`src/rtl/rbs_pkg.sv`:
```
// Shared types, codes and interval tables for the reconnect backoff scheduler.
package rbs_pkg;

	// Widths of the item fields and configuration registers
	localparam int unsigned FUNC_W       = 2;
	localparam int unsigned TIME_W       = 32;
	localparam int unsigned JITTER_W     = 5;
	localparam int unsigned ACTION_W     = 2;
	localparam int unsigned WAIT_W       = 21;
	localparam int unsigned THRESHOLD_W  = 20;
	localparam int unsigned BUFFER_W     = 16;
	localparam int unsigned RISE_W       = 10;
	localparam int unsigned CFG_INDEX_W  = 2;
	localparam int unsigned CFG_DATA_W   = 20;
	localparam int unsigned SALT_ADD_MS_W = 20;
	localparam int unsigned BACKOFF_IDX_MAX_W = 4;

	// Request types
	localparam logic [FUNC_W-1:0] FUNC_TASK      = 2'd0;
	localparam logic [FUNC_W-1:0] FUNC_LONG_LINK = 2'd1;

	// Result actions
	localparam logic [ACTION_W-1:0] ACT_NONE    = 2'd0;
	localparam logic [ACTION_W-1:0] ACT_CONNECT = 2'd1;
	localparam logic [ACTION_W-1:0] ACT_WAIT    = 2'd2;

	// Configuration register indexes
	localparam logic [CFG_INDEX_W-1:0] CFG_UP_DOWN_THRESHOLD = 2'd0;
	localparam logic [CFG_INDEX_W-1:0] CFG_INACTIVE_BUFFER   = 2'd1;
	localparam logic [CFG_INDEX_W-1:0] CFG_NO_NET_RISE       = 2'd2;
	localparam logic [CFG_INDEX_W-1:0] CFG_NO_ACCOUNT_RISE   = 2'd3;

	// Configuration reset values
	localparam logic [THRESHOLD_W-1:0] THRESHOLD_RESET  = 20'd600000;
	localparam logic [BUFFER_W-1:0]    BUFFER_RESET     = 16'd30000;
	localparam logic [RISE_W-1:0]      NO_NET_RISE_RESET  = 10'd600;
	localparam logic [RISE_W-1:0]      NO_ACCT_RISE_RESET = 10'd300;

	// Foreground age limits and scaling
	localparam logic [TIME_W-1:0] FG_ACTIVE_AGE_MS = 32'd600000;
	localparam logic [TIME_W-1:0] FG_TEN_AGE_MS    = 32'd60000;
	localparam int unsigned MS_PER_S = 1000;

	// Long link interval in the foreground-active class and its salted forms
	localparam int unsigned LL_FG_ACTIVE_S   = 240;
	localparam int unsigned NO_NET_SALT_RATE  = 3;
	localparam int unsigned NO_ACCT_SALT_RATE = 2;
	localparam logic [WAIT_W-1:0] LL_PLAIN_MS =
		WAIT_W'(LL_FG_ACTIVE_S * MS_PER_S);
	localparam logic [WAIT_W-1:0] LL_NO_NET_MS =
		WAIT_W'(LL_FG_ACTIVE_S * NO_NET_SALT_RATE * MS_PER_S);
	localparam logic [WAIT_W-1:0] LL_NO_ACCT_MS =
		WAIT_W'(LL_FG_ACTIVE_S * NO_ACCT_SALT_RATE * MS_PER_S);

	// Activity class
	typedef enum logic [2:0] {
		CLS_FG_ONE,
		CLS_FG_TEN,
		CLS_FG_ACTIVE,
		CLS_BG_ACTIVE,
		CLS_INACTIVE
	} cls_t;

	// Work kind handed from the front to the back
	typedef enum logic [1:0] {
		JOB_BUSY,
		JOB_INTERVAL,
		JOB_REBUILD,
		JOB_BACKOFF
	} job_kind_t;

	typedef struct packed {
		logic [FUNC_W-1:0]   func;
		logic                link_busy;
		logic                is_active;
		logic                is_foreground;
		logic [TIME_W-1:0]   fg_age_ms;
		logic [TIME_W-1:0]   elapsed_ms;
		logic                no_network;
		logic                no_account;
		logic [JITTER_W-1:0] jitter_s;
		logic                rebuild_request;
	} in_item_t;

	typedef struct packed {
		logic [ACTION_W-1:0] action;
		logic [WAIT_W-1:0]   wait_ms;
	} out_item_t;

	typedef struct packed {
		job_kind_t         kind;
		logic              inactive;
		logic [WAIT_W-1:0] iv_ms;
		logic [TIME_W-1:0] elapsed_ms;
	} job_t;

	typedef struct packed {
		logic [THRESHOLD_W-1:0] up_down_threshold_ms;
		logic [BUFFER_W-1:0]    inactive_buffer_ms;
		logic [RISE_W-1:0]      no_net_rise_s;
		logic [RISE_W-1:0]      no_account_rise_s;
	} cfg_t;

	localparam int unsigned QUEUE_DEPTH = 2;

	// Base interval in ms by request type and activity class
	function automatic logic [WAIT_W-1:0] base_interval_ms(
		input logic [FUNC_W-1:0] func,
		input cls_t              cls
	);
		logic [WAIT_W-1:0] ms;
		ms = '0;
		case (func)
			FUNC_TASK: begin
				case (cls)
					CLS_FG_ONE:    ms = 21'd5000;
					CLS_FG_TEN:    ms = 21'd10000;
					CLS_FG_ACTIVE: ms = 21'd20000;
					CLS_BG_ACTIVE: ms = 21'd30000;
					default:       ms = 21'd300000;
				endcase
			end
			FUNC_LONG_LINK: begin
				case (cls)
					CLS_FG_ONE:    ms = 21'd15000;
					CLS_FG_TEN:    ms = 21'd30000;
					CLS_FG_ACTIVE: ms = LL_PLAIN_MS;
					CLS_BG_ACTIVE: ms = 21'd300000;
					default:       ms = 21'd600000;
				endcase
			end
			default: ms = '0;
		endcase
		return ms;
	endfunction

	// Backoff table in ms; indexes past the table use the last value
	function automatic logic [THRESHOLD_W-1:0] backoff_ms(
		input logic [BACKOFF_IDX_MAX_W-1:0] idx
	);
		logic [THRESHOLD_W-1:0] ms;
		case (idx)
			4'd0:    ms = 20'd0;
			4'd1:    ms = 20'd60000;
			4'd2:    ms = 20'd120000;
			4'd3:    ms = 20'd240000;
			4'd4:    ms = 20'd360000;
			4'd5:    ms = 20'd480000;
			default: ms = 20'd600000;
		endcase
		return ms;
	endfunction

endpackage

```
`src/rtl/reconnect_backoff_scheduler.sv`:
```
// Reconnect backoff scheduler top level: config registers, front, queue and back.
// An accepted item passes the job queue, then the result register, to out_item.
// Throughput: one item and one decided job per cycle while out_stall is low.
// The two-entry job queue stalls the input only when the result side backs up.
// Reset clears the queue, the result valid and the backoff index, and loads the
// configuration defaults; no clearing pass is needed.
module reconnect_backoff_scheduler #(
	parameter int unsigned BACKOFF_STEPS = 7
) (
	input  logic                             clk,
	input  logic                             arst_n,
	input  logic                             in_valid,
	output logic                             in_stall,
	input  rbs_pkg::in_item_t                in_item,
	output logic                             out_valid,
	input  logic                             out_stall,
	output rbs_pkg::out_item_t               out_item,
	input  logic                             cfg_we,
	input  logic [rbs_pkg::CFG_INDEX_W-1:0]  cfg_index,
	input  logic [rbs_pkg::CFG_DATA_W-1:0]   cfg_wdata
);
	import rbs_pkg::*;

	cfg_t cfg_q;
	job_t front_job;
	job_t head_job;
	logic head_valid;
	logic queue_full;
	logic pop;
	logic push;

	// Write configuration registers
	always_ff @(posedge clk or negedge arst_n) begin
		if (!arst_n) begin
			cfg_q.up_down_threshold_ms <= THRESHOLD_RESET;
			cfg_q.inactive_buffer_ms   <= BUFFER_RESET;
			cfg_q.no_net_rise_s        <= NO_NET_RISE_RESET;
			cfg_q.no_account_rise_s    <= NO_ACCT_RISE_RESET;
		end else if (cfg_we) begin
			case (cfg_index)
				CFG_UP_DOWN_THRESHOLD: cfg_q.up_down_threshold_ms <= cfg_wdata;
				CFG_INACTIVE_BUFFER:   cfg_q.inactive_buffer_ms <= cfg_wdata[BUFFER_W-1:0];
				CFG_NO_NET_RISE:       cfg_q.no_net_rise_s <= cfg_wdata[RISE_W-1:0];
				CFG_NO_ACCOUNT_RISE:   cfg_q.no_account_rise_s <= cfg_wdata[RISE_W-1:0];
				default: begin
				end
			endcase
		end
	end

	assign in_stall = queue_full;
	assign push     = in_valid && !queue_full;

	rbs_front u_front (
		.in_item (in_item),
		.cfg     (cfg_q),
		.job     (front_job)
	);

	rbs_queue u_queue (
		.clk        (clk),
		.arst_n     (arst_n),
		.push       (push),
		.push_job   (front_job),
		.pop        (pop),
		.head_job   (head_job),
		.head_valid (head_valid),
		.full       (queue_full)
	);

	rbs_back #(
		.BACKOFF_STEPS (BACKOFF_STEPS)
	) u_back (
		.clk        (clk),
		.arst_n     (arst_n),
		.cfg        (cfg_q),
		.head_job   (head_job),
		.head_valid (head_valid),
		.pop        (pop),
		.out_valid  (out_valid),
		.out_stall  (out_stall),
		.out_item   (out_item)
	);

endmodule

```
`src/rtl/rbs_front.sv`:
```
// Front end: classifies each request, picks its interval and job kind.
module rbs_front (
	input  rbs_pkg::in_item_t in_item,
	input  rbs_pkg::cfg_t     cfg,
	output rbs_pkg::job_t     job
);
	import rbs_pkg::*;

	cls_t                     cls;
	logic                     is_long_link;
	logic                     is_task;
	logic                     salted;
	logic [RISE_W-1:0]        add_s;
	logic [SALT_ADD_MS_W-1:0] add_ms;
	logic [WAIT_W-1:0]        base_ms;

	// Classify activity
	always_comb begin
		if (!in_item.is_active) begin
			cls = CLS_INACTIVE;
		end else if (!in_item.is_foreground) begin
			cls = CLS_BG_ACTIVE;
		end else if (in_item.fg_age_ms >= FG_ACTIVE_AGE_MS) begin
			cls = CLS_FG_ACTIVE;
		end else if (in_item.fg_age_ms >= FG_TEN_AGE_MS) begin
			cls = CLS_FG_TEN;
		end else begin
			cls = CLS_FG_ONE;
		end
	end

	assign is_long_link = (in_item.func == FUNC_LONG_LINK);
	assign is_task      = (in_item.func == FUNC_TASK);
	assign salted       = is_long_link && (cls == CLS_FG_ACTIVE);

	// Pick the base, salted or not, and the seconds to add on top of it
	always_comb begin
		if (!salted) begin
			base_ms = base_interval_ms(in_item.func, cls);
			add_s   = '0;
		end else if (in_item.no_network) begin
			base_ms = LL_NO_NET_MS;
			add_s   = cfg.no_net_rise_s;
		end else if (in_item.no_account) begin
			base_ms = LL_NO_ACCT_MS;
			add_s   = cfg.no_account_rise_s;
		end else begin
			base_ms = LL_PLAIN_MS;
			add_s   = RISE_W'(in_item.jitter_s);
		end
	end

	assign add_ms = SALT_ADD_MS_W'(add_s) * SALT_ADD_MS_W'(MS_PER_S);

	// Build the job for the back end
	always_comb begin
		job.inactive   = !in_item.is_active;
		job.iv_ms      = base_ms + WAIT_W'(add_ms);
		job.elapsed_ms = in_item.elapsed_ms;
		if (in_item.link_busy) begin
			job.kind = JOB_BUSY;
		end else if (in_item.is_active || (!is_long_link && !is_task)) begin
			job.kind = JOB_INTERVAL;
		end else if (in_item.rebuild_request) begin
			job.kind = JOB_REBUILD;
		end else begin
			job.kind = JOB_BACKOFF;
		end
	end

endmodule

```
`src/rtl/rbs_queue.sv`:
```
// Short job queue between the front and back ends.
module rbs_queue (
	input  logic           clk,
	input  logic           arst_n,
	input  logic           push,
	input  rbs_pkg::job_t  push_job,
	input  logic           pop,
	output rbs_pkg::job_t  head_job,
	output logic           head_valid,
	output logic           full
);
	import rbs_pkg::*;

	localparam int unsigned PTR_W   = $clog2(QUEUE_DEPTH);
	localparam int unsigned COUNT_W = $clog2(QUEUE_DEPTH + 1);

	job_t               entry_q [QUEUE_DEPTH];
	logic [PTR_W-1:0]   wr_ptr_q;
	logic [PTR_W-1:0]   rd_ptr_q;
	logic [COUNT_W-1:0] count_q;

	assign head_job   = entry_q[rd_ptr_q];
	assign head_valid = (count_q != '0);
	assign full       = (count_q == COUNT_W'(QUEUE_DEPTH));

	// Store pushed jobs
	always_ff @(posedge clk) begin
		if (push) begin
			entry_q[wr_ptr_q] <= push_job;
		end
	end

	// Advance pointers and count
	always_ff @(posedge clk or negedge arst_n) begin
		if (!arst_n) begin
			wr_ptr_q <= '0;
			rd_ptr_q <= '0;
			count_q  <= '0;
		end else begin
			if (push) begin
				wr_ptr_q <= wr_ptr_q + 1'b1;
			end
			if (pop) begin
				rd_ptr_q <= rd_ptr_q + 1'b1;
			end
			if (push && !pop) begin
				count_q <= count_q + 1'b1;
			end else if (pop && !push) begin
				count_q <= count_q - 1'b1;
			end
		end
	end

	a_no_pop_empty: assert property (@(posedge clk) disable iff (!arst_n)
		pop |-> head_valid)
		else $error("queue popped while empty");

	a_count_bound: assert property (@(posedge clk) disable iff (!arst_n)
		count_q <= COUNT_W'(QUEUE_DEPTH))
		else $error("queue count beyond depth");

endmodule

```
`src/rtl/rbs_back.sv`:
```
// Back end: carries out interval and backoff decisions into the result register.
module rbs_back #(
	parameter int unsigned BACKOFF_STEPS = 7
) (
	input  logic               clk,
	input  logic               arst_n,
	input  rbs_pkg::cfg_t      cfg,
	input  rbs_pkg::job_t      head_job,
	input  logic               head_valid,
	output logic               pop,
	output logic               out_valid,
	input  logic               out_stall,
	output rbs_pkg::out_item_t out_item
);
	import rbs_pkg::*;

	localparam int unsigned IDX_W = $clog2(BACKOFF_STEPS);
	localparam logic [IDX_W-1:0] IDX_TOP = IDX_W'(BACKOFF_STEPS - 1);

	logic [IDX_W-1:0]       idx_q;
	logic [IDX_W-1:0]       idx_next;
	logic                   out_valid_q;
	out_item_t              out_q;
	out_item_t              result;
	logic [TIME_W:0]        reach_ms;
	logic [THRESHOLD_W-1:0] table_ms;
	logic [THRESHOLD_W-1:0] remain_ms;
	logic [THRESHOLD_W-1:0] clamp_ms;
	logic                   rising;

	assign pop       = head_valid && (!out_valid_q || !out_stall);
	assign out_valid = out_valid_q;
	assign out_item  = out_q;

	// Step the backoff index up or down, saturating at both ends
	assign rising = (head_job.elapsed_ms < TIME_W'(cfg.up_down_threshold_ms));
	always_comb begin
		idx_next = idx_q;
		if (rising) begin
			if (idx_q < IDX_TOP) begin
				idx_next = idx_q + 1'b1;
			end
		end else if (idx_q != '0) begin
			idx_next = idx_q - 1'b1;
		end
	end

	// Backoff wait: table value less elapsed time, clamped to the threshold
	assign table_ms  = backoff_ms(BACKOFF_IDX_MAX_W'(idx_next));
	assign remain_ms = (head_job.elapsed_ms >= TIME_W'(table_ms)) ? '0 :
		table_ms - head_job.elapsed_ms[THRESHOLD_W-1:0];
	assign clamp_ms  = (remain_ms > cfg.up_down_threshold_ms) ?
		cfg.up_down_threshold_ms : remain_ms;

	// Interval reach: elapsed time plus the inactive buffer
	assign reach_ms = {1'b0, head_job.elapsed_ms} +
		((head_job.inactive) ? (TIME_W + 1)'(cfg.inactive_buffer_ms) : '0);

	// Decide the result
	always_comb begin
		result.action  = ACT_CONNECT;
		result.wait_ms = '0;
		case (head_job.kind)
			JOB_BUSY: begin
				result.action = ACT_NONE;
			end
			JOB_INTERVAL: begin
				if (reach_ms < (TIME_W + 1)'(head_job.iv_ms)) begin
					result.action  = ACT_WAIT;
					result.wait_ms = head_job.iv_ms - head_job.elapsed_ms[WAIT_W-1:0];
				end
			end
			JOB_BACKOFF: begin
				if (clamp_ms != '0) begin
					result.action  = ACT_WAIT;
					result.wait_ms = WAIT_W'(clamp_ms);
				end
			end
			default: begin
				result.action = ACT_CONNECT;
			end
		endcase
	end

	// Load the result register
	always_ff @(posedge clk) begin
		if (pop) begin
			out_q <= result;
		end
	end

	// Hold result valid and backoff index
	always_ff @(posedge clk or negedge arst_n) begin
		if (!arst_n) begin
			out_valid_q <= 1'b0;
			idx_q       <= '0;
		end else begin
			if (pop) begin
				out_valid_q <= 1'b1;
			end else if (!out_stall) begin
				out_valid_q <= 1'b0;
			end
			if (pop && (head_job.kind == JOB_BACKOFF)) begin
				idx_q <= idx_next;
			end
		end
	end

	a_idx_bound: assert property (@(posedge clk) disable iff (!arst_n)
		idx_q <= IDX_TOP)
		else $error("backoff index beyond table");

	a_idx_only_backoff: assert property (@(posedge clk) disable iff (!arst_n)
		!(pop && (head_job.kind == JOB_BACKOFF)) |=> $stable(idx_q))
		else $error("backoff index moved without a backoff item");

	a_wait_nonzero: assert property (@(posedge clk) disable iff (!arst_n)
		(out_valid_q && (out_q.action == ACT_WAIT)) |-> (out_q.wait_ms != '0))
		else $error("wait result with zero delay");

	a_busy_none: assert property (@(posedge clk) disable iff (!arst_n)
		(pop && (head_job.kind == JOB_BUSY)) |=>
		(out_q.action == ACT_NONE) && (out_q.wait_ms == '0))
		else $error("busy item gave an action");

endmodule
```
`config.mk`:
```
export PLATFORM = sky130hd
export DESIGN_NAME = reconnect_backoff_scheduler
export DESIGN_NICKNAME = d
export VERILOG_FILES = /design/src/rtl/rbs_pkg.sv /design/src/rtl/reconnect_backoff_scheduler.sv /design/src/rtl/rbs_front.sv /design/src/rtl/rbs_queue.sv /design/src/rtl/rbs_back.sv
export SDC_FILE = /design/constraint.sdc
export NUM_CORES = 1
export LEC_CHECK = 0
export CAP_MARGIN = 20
export CORE_MARGIN = 2
export CORE_UTILIZATION = 67
export DETAILED_ROUTE_END_ITERATION = 10
export DONT_BUFFER_PORTS = 1
export PLACE_DENSITY = 0.83
export SKIP_CTS_REPAIR_TIMING = 1
export SYNTH_ARGS = -nofsm -noshare
export SYNTH_HDL_FRONTEND = slang
export SYNTH_SLANG_ARGS = --single-unit
```
`constraint.sdc`:
```
create_clock -name clk -period 19 [get_ports clk]
set_clock_uncertainty 0.15 [all_clocks]
set_input_delay 1.9 -clock clk [delete_from_list [all_inputs] [get_ports clk]]
set_output_delay 1.9 -clock clk [all_outputs]
set_load 0.02 [all_outputs]
```
==> Yosys cells after proc, flatten, opt, wreduce, memory -nomap -nowiden <==
Memory sizes are Yosys's and may differ from the RTL's.
Cells that the tools add are included.
Widths: inputs -> output; s select.
{ "totals": {"ramBits": 112, "out_inout_bits": 25, "reg_bits": 87, "wordCells": 109, "in_bits": 104, "mem_count": 1} }
{ "op_classes": {"eq_ne": 16, "mul": 1, "addsub": 10, "n_reduce_logical": 30, "order_cmp": 7, "muxes": 33} }
{ "memory_table": {"columns": ["name", "depth", "width", "rd", "rd_ports_with_merged_regs", "wr", "line_no", "text"], "rows": [
  ["u_queue.entry_q", 2, 56, 1, 0, 1, "rbs_queue.sv:17", "job_t entry_q [QUEUE_DEPTH];"]
]} }
{ "op_table": {"columns": ["cell", "n"], "rows": [
  ["$pmux 20 s6", 1],
  ["$pmux 21 s2", 2],
  ["$pmux 20 s4", 1],
  ["$pmux 19 s4", 1],
  ["$mux 23", 2],
  ["$mux 21", 2],
  ["$mux 20", 2],
  ["$add 32x33->33", 1],
  ["$lt 33x21->1", 1],
  ["$ge 32x16->1 const B", 1],
  ["$ge 32x20->1", 1],
  ["$ge 32x20->1 const B", 1],
  ["$lt 32x20->1", 1],
  ["$mux 10", 3],
  ["$add 21x20->21", 1],
  ["$sub 21x21->21", 1],
  ["$gt 20x20->1", 1],
  ["$reduce_bool 20->1", 1],
  ["$sub 20x20->20", 1],
  ["$mux 19", 1],
  ["$mux 3", 6],
  ["$mul 10x7->17 const B", 1],
  ["$mux 16", 1],
  ["$eq 3x2->1 const B", 4],
  ["other kinds (22)", 59]
]} }

==> Depth between registers and ports, before layout <==
Gate-level depths: netlist of the first run.
{ "depth": {"depth_word": 12, "depth_mapped": 47, "depth_no_buf": 35} }

==> Hierarchy <==
From an unflattened synthesis of the first run, not the netlist that was laid out.
{ "unflattened": {"hier_cells": 1614, "area_unflattened_um2": 16569.6} }
{ "by_module_without_submodules": {"columns": ["mod", "cells_each", "instances", "area_per_inst_um2", "seq_area_each_um2"], "rows": [
  ["rbs_back", 864, 1, 6611.3, 790.8],
  ["rbs_queue", 190, 1, 4350.4, 3463.3],
  ["rbs_front", 439, 1, 3419.5, 0.0],
  ["reconnect_backoff_scheduler", 121, 1, 2188.3, 1430.1]
]} }

==> Worst setup path before layout of the first run <==
Ideal clock, no wire load.
{ "synth_path": {"path_type": "register to register", "start": "register u_queue.rd_ptr_q", "end": "register u_back.out_q (netlist bit u_back.out_item[5]), data pin", "period_less_slack_ns": 10.033, "stages_incl_launch_ff": 47, "setup_time_ns": 0.264, "slack_ns": 8.967, "n_path_buf": 13, "t_required_ns": 18.586, "arrival_ns": 9.619, "path_cell_list": "dfrtp_1 > buf_6 > buf_6 > buf_2 > buf_1 > buf_1 > buf_2 > buf_1 > mux2i_1 > inv_1 > ha_1 > a21o_1 > a21o_1 > a21oi_1 > nor2b_1 > o21ai_0 > a21oi_1 > o31ai_1 > [... 11 more ...] > or3_1 > buf_2 > buf_2 > buf_1 > nor2_1 > ha_1 > a21o_1 > a21o_1 > a21oi_1 > o211ai_1 > a211oi_1 > or2_2 > clkbuf_1 > mux2_2 > or4_4 > nand2_4 > buf_8 > o22ai_2"} }
{ "synth_rtl": {"columns": ["element", "line_no", "text"], "rows": [
  ["start, declared", "rbs_queue.sv:19", "logic [PTR_W-1:0] rd_ptr_q;"],
  ["start signal, assigned", "rbs_queue.sv:44", "rd_ptr_q <= rd_ptr_q + 1'b1;"],
  ["end signal, assigned", "rbs_back.sv:88", "out_q <= result;"],
  ["end, declared", "rbs_back.sv:23", "out_item_t out_q;"]
]} }

==> flow_metrics.env, run 1 <==
export IMPL_outcome="finished, final reports clean"
export IMPL_synth_most_common_cell="ha_1"
export IMPL_hold_viol=0
export IMPL_antenna_violating_nets_post_route=0
export IMPL_fin_nets=1806
export IMPL_clk_pin_slew_ns=0.09
export IMPL_synth_edf_count=129
export IMPL_post_dp_cell_area_um2=15480
export IMPL_hold_depth=1
export IMPL_ys_types=97
export IMPL_portBuffers=0
export IMPL_start_util_pct=67.87
export IMPL_rsz0062_at_grt="false"
export IMPL_powerDensity_nw_per_um2=167.4
export IMPL_synthesis_nets=1824
export IMPL_synthTopCellsByCount="181 x ha_1, 129 x edfxtp_1, 123 x inv_1"
export IMPL_avgSynthCellArea_um2=10.13
export IMPL_wl_met3_mm=2.413
export IMPL_ys_warn_count=0
export IMPL_ys_seq_area_share_pct=36.04
export IMPL_grt_pass1_vias=11297
export IMPL_clk_insertion_delay_late_ns=0.46
export IMPL_syn_cell_area_um2=15270
export IMPL_grtUsageTotal_pct=32.55
export IMPL_yosys_area_top_type="edfxtp_1"
export IMPL_highest_layer="met4"
export IMPL_worstReg2RegEnd="u_back.out_item[7]"
export IMPL_synth_top_area_share_pct=25.36
export IMPL_coreArea_um2=22500
export IMPL_r2r_slack_ns=7.97
export IMPL_grt_max_degree=65
export IMPL_yosys_most_used_dff="edfxtp_1"
export IMPL_avgViaCountPerCell=6.559
export IMPL_design_area_um2=16140
export IMPL_cap_violations=0
export IMPL_synth_cells=1508
export IMPL_antenna_found_initial=0
export IMPL_hold_class="flip-flop to flip-flop"
export IMPL_cp_data_required_time_ns=19.02
export IMPL_pin_count=129
export IMPL_wl_met2_mm=18.21
export IMPL_wl_per_cell_um=21.42
export IMPL_cts_tree="done"
export IMPL_async_reset_ff_share_pct=33.16
export IMPL_max_stage_delay_ns=0.86
export IMPL_startpoint="u_queue.rd_ptr_q"
export IMPL_htreeDepth=4
export IMPL_dp_hpwl_mm=29.78
export IMPL_leakage_nw=7.230
export IMPL_areaGrowthSynthToFinish_pct=5.661
export IMPL_num_vias=11727
export IMPL_cts_buffers=17
export IMPL_holdPathEnd="cfg_q[27]"
export IMPL_clock_fmax_mhz=90.68
export IMPL_tightest_slew_ns=1.134
export IMPL_gp_congestion=0.9578
export IMPL_synth_top_cells_by_area="edfxtp_1 25%, ha_1 15%, dfrtp_1 6.7%"
export IMPL_drv_slew=0
export IMPL_drt_iter0_markers=999
export IMPL_clock_sinks=193
export IMPL_slew_headroom_pct=22.27
export IMPL_antennaDiodeCount=0
export IMPL_start_kind="flip-flop"
export IMPL_vdd_drop_max_mv=0.1415
export IMPL_die_w_um=155.0
export IMPL_die_area_um2=24020
export IMPL_ctsLongestPathBuffers=2
export IMPL_setup_worst_path_class="flip-flop to flip-flop"
export IMPL_finalCriticalPeriod_ns=11.03
export IMPL_drive_above_1_share_pct=9.647
export IMPL_drc=0
export IMPL_ys_ff_latch=193
export IMPL_hp_start="cfg_q[27]"
export IMPL_end_kind="flip-flop"
export IMPL_finalCritPeriodShare_pct=58.04
export IMPL_r2r_cells=31
export IMPL_cp_arrival_ns=11.05
export IMPL_r2r_start="u_queue.rd_ptr_q"
export IMPL_setup_viol=0
export IMPL_dieHeight_um=155.0
export IMPL_slowest_stage="dfrtp_4"
export IMPL_path_max_fanout=46
export IMPL_dr_pass1_iters=6
export IMPL_routed_wl_mm=38.29
export IMPL_grt_pass1_wl_mm=60.53
export IMPL_grt_overflow=0
export IMPL_setup_tns_ns=0
export IMPL_root_buffer="clkbuf_16"
export IMPL_num_rows=55
export IMPL_wl_met1_mm=16.09
stage by stage:
stage	worst slack, ns	std cells	total power, mW	hold slack, ns	util, %
floorplan	8.967	1508	1.880	0.3108	-
global placement	8.234	1756	2.220	0.3313	68.79
detailed placement	8.303	1756	2.257	0.3446	68.79
CTS	8.225	1788	2.669	0.3636	71.72
global route	7.644	1788	2.875	0.3686	71.72
finish	7.972	1788	2.702	0.3652	71.72
how the worst max path moves through the flow:
stage | end | depth (start not counted) | slack (ns)
final | u_back.out_item[7] | 31 | 7.97
after CTS | u_back.out_item[7] | 32 | 8.22
after global placement | u_back.out_item[6] | 32 | 8.23
after detailed placement | u_back.out_item[7] | 32 | 8.30
after global routing | u_back.out_item[6] | 32 | 7.64
after floorplan | u_back.out_item[5] | 46 | 8.97
worst max-delay path: cells and delay by family, from the launching register on:
family | cells | cell delay, ns
AOI/OAI and AO/OA | 12 | 2.62
adders and majority gates | 3 | 0.88
buffers and inverters | 3 | 0.91
DFF | 1 | 0.86
muxes | 2 | 1.05
and+or+nand+nor | 11 | 4.22
logic make-up after synthesis:
| kind of cell | Yosys count | synth area share (%) |
|---|---|---|
| buffers and inverters | 165 | 4.366 |
| XOR/XNOR | 86 | 5.104 |
| AND/OR/NAND/NOR | 399 | 13.36 |
| multiplexers | 100 | 6.971 |
| AO/OA/AOI/OAI | 352 | 15.20 |
| adder cells (fa/ha/maj) | 213 | 18.96 |
| flip-flops | 193 | 36.04 |
power by group:
part / switching (mW) / total [mW] / internal, mW
clock: 0.212 / 0.402 / 0.191
sequential: 0.0904 / 0.667 / 0.577
combinational: 0.993 / 1.63 / 0.639
total: 1.30 / 2.70 / 1.41
routing by layer:
| metal | global-route usage, % | vias to the layer above |
|---|---|---|
| met5 | 0 | - |
| met4 | 13.23 | 0 |
| met3 | 4.095 | 89 |
| met2 | 54.24 | 483 |
| met1 | 43.45 | 5712 |
| li1 | - | 5443 |
state kept, by name, indices dropped and copies added, names as in the netlist:
register and flops:
u_queue.entry_q 106, cfg_q 56, u_back.out_item 23, u_back.idx_q 3, u_queue.count_q 2, u_back.out_valid 1
u_queue.rd_ptr_q 1, u_queue.wr_ptr_q 1
layout by cell type (no fill, tap or decap), types with 6 or more instances in the layout:
master,count
edfxtp_1,129
dfrtp_1,40
dfstp_2,23
a211oi_1,9
and3_1,10
a211o_1,6
nand4_1,16
o21ai_0,70
nor2b_1,26
and2_1,9
and4_1,6
clkbuf_16,17
o22ai_1,16
nand2b_1,18
xor2_1,31
xnor2_1,53
nor2_1,105
inv_12,6
mux2i_1,54
a21boi_0,6
nand3b_1,7
o21bai_1,13
mux2_2,44
nand2_1,101
nor3_1,30
nand3_1,25
ha_1,181
o21a_1,13
fa_1,31
a31oi_1,10
a21oi_1,100
o211ai_1,7
nor4_1,13
a21o_1,37
inv_1,123
area by class of cell:
cell class	count	area (µm²)
fill	1614	6365
multi-input combinational	1150	9116
clock buffer	17	425.4
sequential	193	5508
inverter	123	461.7
tap	285	356.6
timing repair buffer	5	37.54
clock inverter	15	232.7
(Power assumes the default switching activity.)
==> run 2: changes to the inputs <==
Settings changed: CORE_UTILIZATION 67 to 59, PLACE_DENSITY 0.83 to 0.78.
Clock period 19 ns to 9.14 ns, I/O delays scaled along.
==> run 2 against run 1 <==
Utilization fell by 6.0 points. First-iteration DRC count decreased by 8.5%. Sequential power up 100%. Clock power rose by 95%. Combinational power increased by 120%. Hold slack worse by 0.22 ns. Critical path type unchanged. Largest cell class unchanged.
==> flow_metrics.env, run 2 (synthesis gave the netlist of run 1 again) <==
export IMPL_hold_viol=0
export IMPL_crit_top_cell="buf_4"
export IMPL_grt_max_degree=65
export IMPL_dieHeight_um=164.9
export IMPL_cap_violations=0
export IMPL_avgViaCountPerCell=6.260
export IMPL_hold_class="primary input to async pin"
export IMPL_setup_tns_ns=0
export IMPL_grtUsageTotal_pct=29.87
export IMPL_root_buffer="clkbuf_16"
export IMPL_outcome="finished, final reports clean"
export IMPL_start_kind="flip-flop"
export IMPL_max_stage_delay_ns=0.56
export IMPL_r2r_cells=36
export IMPL_die_area_um2=27190
export IMPL_grt_pass1_vias=11760
export IMPL_clock_fmax_mhz=114.4
export IMPL_layout_commonest_cell="ha_1"
export IMPL_fin_nets=1862
export IMPL_r2r_slack_ns=0.40
export IMPL_finalPower_mw=5.790
export IMPL_cp_data_required_time_ns=9.16
export IMPL_leakage_nw=7.490
export IMPL_slew_headroom_pct=33.66
export IMPL_ctsLongestPathBuffers=2
export IMPL_startpoint="u_queue.rd_ptr_q"
export IMPL_design_area_um2=16660
export IMPL_slowest_stage="dfrtp_4"
export IMPL_pin_count=129
export IMPL_wl_per_cell_um=21.27
export IMPL_htreeDepth=4
export IMPL_r2r_start="u_queue.rd_ptr_q"
export IMPL_cp_arrival_ns=8.76
export IMPL_grt_pass1_wl_mm=62.04
export IMPL_grt_overflow=0
export IMPL_cts_buffers=17
export IMPL_start_util_pct=60.31
export IMPL_crit_end="u_back.out_item[4]"
export IMPL_fin_ws_ns=0.4008
export IMPL_dr_pass1_iters=5
export IMPL_setup_viol=0
export IMPL_worstReg2RegEnd="u_back.out_item[4]"
export IMPL_clk_pin_slew_ns=0.09
export IMPL_gp_congestion=0.9551
export IMPL_antennaDiodeCount=0
export IMPL_antenna_found_initial=0
export IMPL_end_kind="flip-flop"
export IMPL_post_dp_cell_area_um2=15900
export IMPL_areaGrowthSynthToFinish_pct=9.052
export IMPL_dp_hpwl_mm=30.48
export IMPL_powerDensity_nw_per_um2=347.6
export IMPL_layout_cells_most_common_list="181 x ha_1, 129 x edfxtp_1, 123 x inv_1"
export IMPL_routed_wl_mm=40.18
export IMPL_pre_cts_slack_ns=0.3451
export IMPL_drt_iter0_markers=914
export IMPL_path_max_fanout=13
export IMPL_finalCritPeriodShare_pct=95.61
export IMPL_drive_above_1_share_pct=13.09
export IMPL_antenna_violating_nets_post_route=0
export IMPL_clock_sinks=193
export IMPL_clk_insertion_delay_late_ns=0.45
export IMPL_setup_worst_path_class="flip-flop to flip-flop"
export IMPL_drc=0
export IMPL_largest_reg_flops=106
export IMPL_drv_slew=0
export IMPL_finalCriticalPeriod_ns=8.739
export IMPL_die_w_um=164.9
export IMPL_coreArea_um2=25330
export IMPL_tightest_slew_ns=0.9940
export IMPL_rsz0062_at_grt="false"
export IMPL_num_vias=11826
export IMPL_portBuffers=0
export IMPL_num_rows=58
export IMPL_regMostFlops="u_queue.entry_q"
export IMPL_cts_tree="done"
export IMPL_vdd_drop_max_mv=0.2055
## run 2: cell count changes in the layout (fill, tap and decap cells not counted), moves of 2 or more
cell,delta
dlygate4sd3_1,+3
inv_16,-3
clkinv_4,+2
clkinv_8,+4
inv_12,-4
inv_6,+2
a211oi_2,+2
a211oi_1,-2
buf_4,+51
## run 2: layout make-up
type	instances	area (µm²)
Timing Repair Buffer	61	498.0
Fill cell	1945	8671
Tap cell	330	412.9
Inverter	123	461.7
Clock inverter	15	196.4
Sequential cell	193	5508
Clock buffer	17	425.4
Multi-Input combinational cell	1150	9154
## run 2: through the flow
| stage | cells | util [%] | hold slack, ns |
|---|---|---|---|
| after floorplan | 1508 | - | 0.3108 |
| after global placement | 1847 | 62.79 | 0.3315 |
| after detailed placement | 1847 | 62.79 | 0.3380 |
| after CTS | 1879 | 65.25 | -0.006880 |
| after global routing | 1889 | 65.76 | 0.1346 |
| final | 1889 | 65.76 | 0.1417 |
## run 2: worst min path at each step
stage	start	to	slack [ns]	cells past startpoint
2_1_floorplan	u_queue.wr_ptr_q	u_queue.wr_ptr_q	0.31	1
3_3_place_gp	cfg_q[23]	cfg_q[23]	0.33	1
3_5_place_dp	cfg_q[22]	cfg_q[22]	0.34	1
4_1_cts	arst_n	u_queue.count_q[1]	-0.007	0
5_1_grt	arst_n	u_queue.count_q[0]	0.13	1
6_report	arst_n	u_queue.count_q[1]	0.14	1
## run 2: worst max-delay path, delay by kind of cell, from the launching register on
family / cells / cell delay [ns]
compound gates: 13 / 2.84
mux: 1 / 0.33
flops: 1 / 0.56
simple gates: 10 / 1.99
fa+ha+maj: 4 / 1.12
buf+inv: 7 / 1.14
xor+xnor: 1 / 0.31
## run 2: metal layers
layer / global-route usage (%) / vias up / wire length [µm]
li1: - / 5571 / -
met1: 39.04 / 5697 / 16820
met2: 49.09 / 470 / 18730
met3: 5.575 / 88 / 2976
met4: 12.13 / 0 / 1655
met5: 0 / - / 0
## run 2: report_power, final
| group | switching, mW | total (mW) | leakage (nW) | internal (mW) |
|---|---|---|---|---|
| sequential | 0.162 | 1.36 | 1.95 | 1.20 |
| combinational | 2.16 | 3.64 | 5.24 | 1.48 |
| clock | 0.408 | 0.785 | 0.299 | 0.377 |
